<file path="src/hw/rtl/rms_pkg.sv">
// shared types and constants of the running mean and deviation block
package rms_pkg;

	localparam int CHANNELS = 64;
	localparam int CH_W     = (CHANNELS > 1) ? $clog2(CHANNELS) : 1;
	localparam int SUM_W    = 48;
	localparam int SQ_W     = 62;
	localparam int CNT_W    = 32;
	localparam int SMP_W    = 16;
	localparam int QDEPTH   = 2;
	localparam int QPTR_W   = $clog2(QDEPTH);

	localparam logic [CNT_W-1:0] COUNT_MAX = '1;

	// one channel's accumulator entry
	typedef struct packed {
		logic [SUM_W-1:0] sum;
		logic [SQ_W-1:0]  sq;
		logic [CNT_W-1:0] cnt;
	} entry_t;

	// report job handed from front to back
	typedef struct packed {
		logic [5:0]       ch;
		logic [SUM_W-1:0] sum;
		logic [SQ_W-1:0]  sq;
		logic [CNT_W-1:0] cnt;
	} job_t;

	// queue status seen by both sides
	typedef struct packed {
		logic empty;
		logic full;
	} q_stat_t;

endpackage

</file>
<file path="src/hw/rtl/rms_queue.sv">
// short job queue between the front and back parts
module rms_queue (
	input  logic             clk,
	input  logic             arst_n,
	input  logic             wr,
	input  rms_pkg::job_t    wr_job,
	input  logic             rd,
	output rms_pkg::job_t    rd_job,
	output rms_pkg::q_stat_t stat
);

	rms_pkg::job_t                slot_q [rms_pkg::QDEPTH];
	logic [rms_pkg::QPTR_W-1:0]   wp_q;
	logic [rms_pkg::QPTR_W-1:0]   rp_q;
	logic [rms_pkg::QPTR_W:0]     cnt_q;

	assign stat.empty = (cnt_q == '0);
	assign stat.full  = (cnt_q == (rms_pkg::QPTR_W+1)'(rms_pkg::QDEPTH));
	assign rd_job     = slot_q[rp_q];

	// storage
	always_ff @(posedge clk) begin
		if (wr) begin
			slot_q[wp_q] <= wr_job;
		end
	end

	// pointers and fill count
	always_ff @(posedge clk or negedge arst_n) begin
		if (!arst_n) begin
			wp_q  <= '0;
			rp_q  <= '0;
			cnt_q <= '0;
		end else begin
			if (wr) begin
				wp_q <= wp_q + 1'b1;
			end
			if (rd) begin
				rp_q <= rp_q + 1'b1;
			end
			if (wr && !rd) begin
				cnt_q <= cnt_q + 1'b1;
			end else if (rd && !wr) begin
				cnt_q <= cnt_q - 1'b1;
			end
		end
	end

endmodule

</file>
<file path="config.mk">
export PLATFORM = sky130hd
export DESIGN_NAME = rms_queue
export DESIGN_NICKNAME = d
export VERILOG_FILES = /design/src/hw/rtl/rms_pkg.sv /design/src/hw/rtl/rms_queue.sv
export SDC_FILE = /design/constraint.sdc
export NUM_CORES = 1
export LEC_CHECK = 0
export BUFFER_PORTS_ARGS = -buffer_cell sky130_fd_sc_hd__buf_4
export CELL_PAD_IN_SITES_DETAIL_PLACEMENT = 1
export CELL_PAD_IN_SITES_GLOBAL_PLACEMENT = 2
export CORE_ASPECT_RATIO = 1.2
export CORE_MARGIN = 8
export CORE_UTILIZATION = 42
export CTS_CLUSTER_DIAMETER = 60
export DETAILED_ROUTE_END_ITERATION = 6
export GPL_ROUTABILITY_DRIVEN = 0
export PLACE_DENSITY = 0.82
export REMOVE_ABC_BUFFERS = 1
export SETUP_SLACK_MARGIN = 0.2
export SLEW_MARGIN = 20
export SYNTH_ARGS = -nofsm -noshare
export SYNTH_HDL_FRONTEND = slang
export SYNTH_SLANG_ARGS = --single-unit
</file>
<file path="constraint.sdc">
create_clock -name clk -period 17.68 [get_ports clk]
set_input_delay 1.768 -clock clk [delete_from_list [all_inputs] [get_ports clk]]
set_output_delay 1.768 -clock clk [all_outputs]
set_load 0.005 [all_outputs]
</file>
==> results.sh <==
export IMPL_synthArstFlopShare_pct=1.33
export IMPL_synth_cell_area_um2=11300
export IMPL_placed_area_um2=13900
export IMPL_viasPerCell=4.79
export IMPL_grt_max_degree=76
export IMPL_fillCellCount=2363
export IMPL_dr_wl_met2_mm=13.5
export IMPL_gr_total_overflow=0
export IMPL_finalClockSkew_ns=0.00803
export IMPL_endpoint_kind="output pin"
export IMPL_tns_ns=0
export IMPL_drive_gt1_share_pct=61.0
export IMPL_stdcell_area_um2=14900
export IMPL_wl_mm=25.8
export IMPL_timing_final_ws_setup_ns=13.10
export IMPL_outcome="complete, no violations"
export IMPL_maxUsedRoutingLayer="met5"
export IMPL_ys_seq_area_share_pct=79.6
export IMPL_critical_path_class="reg -> out"
export IMPL_max_freq_ghz=0.218
export IMPL_cts_buffers_inserted=30
export IMPL_yosys_area_top_type="edfxtp_1"
export IMPL_wl_met3_mm=2.05
export IMPL_grt_total_usage_pct=15.1
export IMPL_ir_drop_mv=0.0863
export IMPL_start_util_pct=42.9
export IMPL_final_cells=1159
export IMPL_critPathMaxFanout=64
export IMPL_cap_viol_max_count=0
export IMPL_die_w_um=166
export IMPL_placedCellCount=1102
export IMPL_timing_final_crit_period_ns=4.58
export IMPL_synth_most_common_cell="edfxtp_1"
export IMPL_yosysUniqueCellTypes=13
export IMPL_avgSynthCellArea_um2=23.7
export IMPL_final_util_pct=56.6
export IMPL_min_period_over_period_pct=25.9
export IMPL_clock_latency_ns=0.54
export IMPL_num_rows=65
export IMPL_vias=5550
export IMPL_grt_pass1_wl_mm=38.1
export IMPL_wl_met1_mm=9.50
export IMPL_yosysWarnings=0
export IMPL_cts_setup_buffers=0
export IMPL_dr_first_iter_drc_count=254
export IMPL_rsz0062_at_grt="false"
export IMPL_clk_pin_slew_worst_paths_ns=0.06
export IMPL_coreArea_um2=26400
export IMPL_drt_antenna_violating_nets=0
export IMPL_wl_per_cell_um=22.3
export IMPL_drt_first_pass_iters=4
export IMPL_cpMaxStageDelayCell="buf_4"
export IMPL_required_ns=15.91
export IMPL_netlist_area_leader_share_pct=78.7
export IMPL_worst_slew_pin_slew_ns=1.11
export IMPL_cts_resized=0
export IMPL_htree_num_levels=1
export IMPL_path_cells="buf_4 > mux2_2 > buf_4"
export IMPL_final_nets=953
export IMPL_cts_sinks=300
export IMPL_hold_buffers=0
export IMPL_pre_cts_ws_ns=13.50
export IMPL_synth_ff_type="edfxtp_1"
export IMPL_numPortBuffers=301
export IMPL_diodes=0
export IMPL_slew_headroom_pct=26.2
export IMPL_die_height_um=196
export IMPL_slowest_delay_ns=0.88
export IMPL_dp_hpwl_mm=18.1
export IMPL_powerDensity_nw_per_um2=159
export IMPL_finalSetupViolCount=0
export IMPL_hold_class="reg -> reg"
export IMPL_cts_tree="built"
export IMPL_critPathLaunchType="flop"
export IMPL_antenna_found_initial=1
export IMPL_synth_area_top_cells="edfxtp_1 79%, mux2_4 13%, mux2_2 4.7%, buf_6 1.4%, dfrtp_1 0.89%"
export IMPL_io_pins=302
export IMPL_synthCells=477
export IMPL_synth_seq_cells=300
export IMPL_synth_edf_count=296
export IMPL_area_growth_pct=32.0
export IMPL_root_buffer="clkbuf_16"
export IMPL_fin_hold_ws_ns=0.510
export IMPL_drv_slew=0
export IMPL_power_total_mw=2.37
export IMPL_crit_arrival_ns=2.82
export IMPL_synth_cells_most_frequent="296 x edfxtp_1, 101 x mux2_4, 47 x mux2_2"
export IMPL_hold_viol=0
export IMPL_drc_errors=0
export IMPL_die_area_um2=32400
export IMPL_clock_path_buffers=3
export IMPL_p_leak_nw=5.87
export IMPL_crit_path_frequent_cell="buf_4"
export IMPL_grt_pass1_vias=6321
power by group:
group / internal [mW] / switching [mW] / leakage, nW
clock network: 0.391 / 0.253 / 0.495
registers: 0.945 / 0.0506 / 2.82
logic: 0.421 / 0.310 / 2.55
total: 1.76 / 0.614 / 5.87
registers in the layout, indices dropped and copies added (netlist names):
name    flops
rp_q        1
wp_q        1
slot_q    296
cnt_q       2
area by class of cell:
cell class	count	area (um2)	area share (%)
inverter	1	3.75	0.0252
multi-input combinational	159	2140	14.3
clock buffer	33	783	5.25
sequential	300	8990	60.3
clock inverter	23	240	1.61
timing repair buffer	308	2330	15.6
tap	335	419	2.81
worst max-delay path, delay by kind of cell, from the launching register on:
kind	cells	cell delay, ns
buffers and inverters	2	1.02
flip-flops	1	0.72
multiplexers	1	0.44
path summary, 6_finish.rpt:
path                                      start                  endpoint  slack [ns]  cells after the start
max                            rp_q$_DFFE_PN0P_               rd_job[112]       13.10                      3
min                        cnt_q[1]$_DFFE_PN0P_      cnt_q[1]$_DFFE_PN0P_        0.51                      1
max reg2reg                    wp_q$_DFFE_PN0P_  slot_q[1][132]$_DFFE_PP_       15.26                      3
min reg2reg                cnt_q[1]$_DFFE_PN0P_      cnt_q[1]$_DFFE_PN0P_        0.51                      1
max in group asynchronous                arst_n          rp_q$_DFFE_PN0P_       16.54                      1
min in group asynchronous                arst_n      cnt_q[0]$_DFFE_PN0P_        1.02                      1
cell families after synthesis:
kind of cell | Yosys count | share of synthesized area, %
fa+ha+maj | 1 | 0.111
xor+xnor | 5 | 0.388
mux | 148 | 18.1
buf+inv | 18 | 1.56
simple gates | 5 | 0.233
flops | 300 | 79.6
placed cells by master (no fill, tap or decap), drive strengths merged:
master	netlist	layout
nor2b	2	2
edfxtp	296	296
clkinvlp	0	2
clkinv	0	15
dfrtp	4	4
buf	17	308
xnor2	1	1
bufinv	0	5
and2	1	1
clkbuf	0	33
inv	1	2
mux2	148	148
nor2	2	2
ha	1	1
xor2	4	4
per-layer routing:
metal / vias to the layer above / GRT usage, %
li1: 2537 / -
met1: 2756 / 16.5
met2: 212 / 27.2
met3: 43 / 5.20
met4: 2 / 4.71
met5: - / 0
Note: power is estimated with default switching activity, not from simulation.
