==> config.mk <==
export PLATFORM = sky130hd
export DESIGN_NAME = rms_back
export DESIGN_NICKNAME = d
export VERILOG_FILES = /design/src/hw/rtl/rms_pkg.sv /design/src/hw/rtl/rms_back.sv
export SDC_FILE = /design/constraint.sdc
export NUM_CORES = 2
export LEC_CHECK = 0
export BUFFER_PORTS_ARGS = -buffer_cell sky130_fd_sc_hd__buf_4
export CORE_AREA = 3 3 258 260
export CTS_BUF_LIST = sky130_fd_sc_hd__clkbuf_4
export DETAILED_ROUTE_END_ITERATION = 8
export DIE_AREA = 0 0 261 263
export GPL_TIMING_DRIVEN = 0
export PLACE_DENSITY_LB_ADDON = 0.08
export SKIP_LAST_GASP = 1
export SYNTH_ARGS = -nofsm -noshare
export SYNTH_HDL_FRONTEND = slang
export SYNTH_SLANG_ARGS = --single-unit
==> constraint.sdc <==
create_clock -name clk -period 11.23 [get_ports clk]
set_input_delay 1.123 -clock clk [delete_from_list [all_inputs] [get_ports clk]]
set_output_delay 1.123 -clock clk [all_outputs]
set_load 0.05 [all_outputs]
==> src/hw/rtl/rms_pkg.sv <==
// shared types and constants of the running mean and deviation block
package rms_pkg;

	localparam int CHANNELS = 64;
	localparam int CH_W     = (CHANNELS > 1) ? $clog2(CHANNELS) : 1;
	localparam int SUM_W    = 48;
	localparam int SQ_W     = 62;
	localparam int CNT_W    = 32;
	localparam int SMP_W    = 16;
	localparam int QDEPTH   = 2;
	localparam int QPTR_W   = $clog2(QDEPTH);

	localparam logic [CNT_W-1:0] COUNT_MAX = '1;

	// one channel's accumulator entry
	typedef struct packed {
		logic [SUM_W-1:0] sum;
		logic [SQ_W-1:0]  sq;
		logic [CNT_W-1:0] cnt;
	} entry_t;

	// report job handed from front to back
	typedef struct packed {
		logic [5:0]       ch;
		logic [SUM_W-1:0] sum;
		logic [SQ_W-1:0]  sq;
		logic [CNT_W-1:0] cnt;
	} job_t;

	// queue status seen by both sides
	typedef struct packed {
		logic empty;
		logic full;
	} q_stat_t;

endpackage

==> src/hw/rtl/rms_back.sv <==
// back part: divides, squares and takes the square root for each report job
module rms_back (
	input  logic                clk,
	input  logic                arst_n,
	input  rms_pkg::job_t       job,
	input  rms_pkg::q_stat_t    q_stat,
	output logic                take,
	output logic                empty,
	input  logic                pop,
	output logic [5:0]          out_channel,
	output logic signed [15:0]  mean,
	output logic [15:0]         std_dev,
	output logic                count_full
);

	typedef enum logic [4:0] {
		B_IDLE = 5'b00001,
		B_DIV  = 5'b00010,
		B_MUL  = 5'b00100,
		B_SUB  = 5'b01000,
		B_SQRT = 5'b10000
	} bstate_t;

	bstate_t                   st_q;
	logic [5:0]                cnt_step_q;
	logic [5:0]                ch_q;
	logic                      neg_q;
	logic                      sat_q;
	logic [rms_pkg::CNT_W-1:0] div_q;
	logic [rms_pkg::SQ_W-1:0]  n1_q;
	logic [rms_pkg::SQ_W-1:0]  n2_q;
	logic [rms_pkg::CNT_W:0]   r1_q;
	logic [rms_pkg::CNT_W:0]   r2_q;
	logic signed [15:0]        mean_q;
	logic [31:0]               msq_q;
	logic [31:0]               v_q;
	logic [31:0]               res_q;
	logic [31:0]               bit_q;
	logic                      ovld_q;

	logic [rms_pkg::CNT_W:0]   t1;
	logic [rms_pkg::CNT_W:0]   t2;
	logic                      g1;
	logic                      g2;
	logic [rms_pkg::SUM_W-1:0] mag;
	logic signed [15:0]        mean_c;
	logic [31:0]               rb;
	logic [rms_pkg::SQ_W-1:0]  msq_ext;

	assign empty       = ~ovld_q;
	assign take        = (st_q == B_IDLE) & ~q_stat.empty & ~ovld_q;
	assign mag         = job.sum[rms_pkg::SUM_W-1] ? (~job.sum + 1'b1) : job.sum;

	// one restoring step on both dividends
	assign t1 = {r1_q[rms_pkg::CNT_W-1:0], n1_q[rms_pkg::SQ_W-1]};
	assign t2 = {r2_q[rms_pkg::CNT_W-1:0], n2_q[rms_pkg::SQ_W-1]};
	assign g1 = (t1 >= {1'b0, div_q});
	assign g2 = (t2 >= {1'b0, div_q});

	assign mean_c  = neg_q ? -$signed(n1_q[15:0]) : $signed(n1_q[15:0]);
	assign rb      = res_q + bit_q;
	assign msq_ext = rms_pkg::SQ_W'(msq_q);

	// sequencer and arithmetic registers
	always_ff @(posedge clk or negedge arst_n) begin
		if (!arst_n) begin
			st_q   <= B_IDLE;
			ovld_q <= 1'b0;
		end else begin
			if (pop && ovld_q) begin
				ovld_q <= 1'b0;
			end
			unique case (st_q)
				B_IDLE: begin
					if (take) begin
						st_q <= B_DIV;
					end
				end
				B_DIV: begin
					if (cnt_step_q == 6'(rms_pkg::SQ_W - 1)) begin
						st_q <= B_MUL;
					end
				end
				B_MUL:  st_q <= B_SUB;
				B_SUB:  st_q <= B_SQRT;
				B_SQRT: begin
					if (cnt_step_q == 6'd15) begin
						st_q   <= B_IDLE;
						ovld_q <= 1'b1;
					end
				end
				default: st_q <= B_IDLE;
			endcase
		end
	end

	// datapath registers
	always_ff @(posedge clk) begin
		unique case (st_q)
			B_IDLE: begin
				ch_q       <= job.ch;
				neg_q      <= job.sum[rms_pkg::SUM_W-1];
				sat_q      <= (job.cnt == rms_pkg::COUNT_MAX);
				div_q      <= job.cnt;
				n1_q       <= rms_pkg::SQ_W'(mag);
				n2_q       <= job.sq;
				r1_q       <= '0;
				r2_q       <= '0;
				cnt_step_q <= '0;
			end
			B_DIV: begin
				r1_q       <= g1 ? (t1 - {1'b0, div_q}) : t1;
				r2_q       <= g2 ? (t2 - {1'b0, div_q}) : t2;
				n1_q       <= {n1_q[rms_pkg::SQ_W-2:0], g1};
				n2_q       <= {n2_q[rms_pkg::SQ_W-2:0], g2};
				cnt_step_q <= cnt_step_q + 1'b1;
			end
			B_MUL: begin
				mean_q <= mean_c;
				// square at full 32-bit width
				msq_q  <= unsigned'(32'(mean_c) * 32'(mean_c));
			end
			B_SUB: begin
				v_q        <= (n2_q > msq_ext) ? 32'(n2_q - msq_ext) : '0;
				res_q      <= '0;
				bit_q      <= 32'h4000_0000;
				cnt_step_q <= '0;
			end
			B_SQRT: begin
				if (v_q >= rb) begin
					v_q   <= v_q - rb;
					res_q <= (res_q >> 1) + bit_q;
				end else begin
					res_q <= res_q >> 1;
				end
				bit_q      <= bit_q >> 2;
				cnt_step_q <= cnt_step_q + 1'b1;
			end
			default: begin
				cnt_step_q <= '0;
			end
		endcase
	end

	// result register, held until transferred
	always_ff @(posedge clk) begin
		if (st_q == B_SQRT && cnt_step_q == 6'd15) begin
			out_channel <= ch_q;
			mean        <= mean_q;
			std_dev     <= (v_q >= rb) ? 16'((res_q >> 1) + bit_q) : 16'(res_q >> 1);
			count_full  <= sat_q;
		end
	end

endmodule

==> out/metrics.csv <==
metric,value,unit
dieArea,0.0686,mm²
final_common_cell,inv_1,
ant_nets,0,
grt_pass1_vias,27100,
synth_ff_type,edfxtp_1,
htreeDepth,3,
avgSynthCellArea,9.81,µm²
grt_pass1_wl,142,mm
path_class,reg -> reg,
hold_viol,0,
nets,4438,
crit_fanout,11,
synthTopCellsByArea,"edfxtp_1 (35%), fa_1 (14%), ha_1 (9.4%)",
cts_buffers,113,
portBuffers,192,
die_h,263,µm
clock_sinks,405,
wl,88.7,mm
dpl_worst_slack,1.29,ns
cts_root_buf,clkbuf_4,
cts_resized,0,
grt_overflow,0,
async_flop_share,1.48,%
crit_top_cell,fa_1,
cts_tree,yes,
required,11.81,ns
routabilityCongestion,0.954,
fmax,0.0998,GHz
vias,26500,
mappedNetlistArea,0.0341,mm²
antenna_found_initial,4,
drc,0,
path_buf_inv,6,
area_growth_syn_to_layout,12.4,%
startpoint_type,flip-flop,
syn_nets,4120,
worst_pin_slew,1.39,ns
min_period,10.02,ns
synth_edf_count,399,
hold_slack,0.388,ns
crit_slowest_cell,xor2_1,
min_period_over_period,89.2,%
clockBufferDepth,3,
setup_viol,0,
status,"finished, final reports clean",
worstPathArrival,10.60,ns
setup_tns,0,ns
viasPerCell,5.59,
hold_path_class,in -> reg,
core-area,0.0643,mm²
slew_headroom,6.67,%
synth_top_cell_area_share,35.1,%
synthCells,3474,
synth-warning-count,0,
first_iter_violations,1727,
yosys.cell_types.count,84,
crit_family,adder cells,
synth-seq-cells,405,
io_pins,194,
drv_slew,0,
rsz0062_at_grt,false,
rows,93,
maxCapViolations,0,
clock_skew,0.0732,ns
synth_area_leader_cell,edfxtp_1,
dpl.hpwl,68.9,mm
start_util,53.0,%
grt.total_usage,26.0,%
yosysSeqAreaShare,35.6,%
grt_max_degree,66,
fillers,5607,
clk_latency,0.89,ns
worst_slack,1.21,ns
cpPeakStageDelay,0.97,ns
clkTransAtPathRegs,0.07,ns
first_pass_iters,6,
layout_common_cells,"inv_1 (461), nand2_1 (426), edfxtp_1 (399)",
layout-drive-gt1-share,11.5,%
wire_per_inst,18.7,µm
crit_path_end_kind,flip-flop,
die_x,261,µm
-- per-layer routing --
metal	GRT usage, %	share of wire (%)	routed length, µm
met5	0	0.015	13
met3	5.00	7.2	6390
met4	8.44	2.7	2400
met1	35.5	44	39000
met2	41.7	46	40800
-- registers in the layout, summed over array words and instances, names as in the netlist, 5 cells and up --
register     cells
n1_q            62
n2_q            62
div_q           32
r1_q            32
r2_q            32
res_q           32
v_q             32
msq_q           30
bit_q           16
mean            16
mean_q          16
std_dev         16
ch_q             6
cnt_step_q       6
out_channel      6
st_q             5
-- cell families (layout without fill, tap and decap cells) --
family | count (synthesis) | after routing | share of synthesized area, %
AOI/OAI and AO/OA | 671 | 671 | 12.6
xor gates and xnor gates | 263 | 263 | 6.76
adders and majority gates | 493 | 493 | 23.3
buffers and inverters | 565 | 974 | 6.44
DFF | 405 | 405 | 35.6
muxes | 56 | 56 | 1.65
other | 0 | 3 | 0
and+or+nand+nor | 1021 | 1021 | 13.6
-- cell usage after synthesis, types with 12 or more instances --
cell type  count
nor3_1        45
o31ai_1       22
nand2_1      427
o21bai_1      32
edfxtp_1     399
a31o_2        12
o41ai_1       13
nand2b_1      30
inv_1        462
ha_1         256
o22ai_1       33
a211oi_1      29
nor2_1       262
a21oi_1      155
a21o_1        51
xor2_1       131
and2_1        49
nor4_1        23
a211o_1       13
or3_1         16
nor2b_1       25
clkbuf_1      67
mux2i_1       54
o21ai_0      163
fa_1         237
o21a_1        21
o211ai_1      15
and3_1        18
xnor2_1      132
nand4_1       41
a31oi_1       42
buf_2         14
nand3_1       46
-- worst paths after layout --
path	startpoint	end	slack (ns)	depth (start not counted)
setup / recovery	n1_q[0]	msq_q[30]	1.21	27
hold / removal	job[143]	ch_q[1]	0.39	1
setup reg to reg	n1_q[0]	msq_q[30]	1.21	27
hold reg to reg	ch_q[0]	out_channel[0]	0.41	0
max in group asynchronous	arst_n	st_q[0]	10.37	2
min in group asynchronous	arst_n	st_q[3]	0.65	2
-- layout make-up --
| class | instances | area [µm²] | share of cell area (%) |
|---|---|---|---|
| Clock inverter | 46 | 236 | 0.617 |
| Antenna cell | 3 | 7.51 | 0.0196 |
| Buffer | 91 | 417 | 1.09 |
| Sequential cell | 405 | 12100 | 31.7 |
| Clock buffer | 160 | 1200 | 3.14 |
| Tap cell | 855 | 1070 | 2.79 |
| Inverter | 474 | 1780 | 4.64 |
| Multi-Input combinational cell | 2504 | 19800 | 51.7 |
| Timing Repair Buffer | 203 | 1650 | 4.32 |
-- per-stage QoR --
stage | std cells | util, % | instance area [µm²]
3_5_place_dp | 4531 | 57.3 | 36900
2_1_floorplan | 3474 | - | 34100
6_report | 4741 | 59.5 | 38300
5_1_grt | 4740 | 59.5 | 38300
3_3_place_gp | 4521 | 56.9 | 36600
4_1_cts | 4738 | 59.5 | 38300
-- repair_timing --
item,4_1_cts,5_1_grt
hold buffers,1,0
buffers inserted,0,0
hold endpoints to repair,5,0
Power is left out: the tool's default activity adds up to more than one toggle a clock period on the data nets, which glitch-free logic cannot reach.
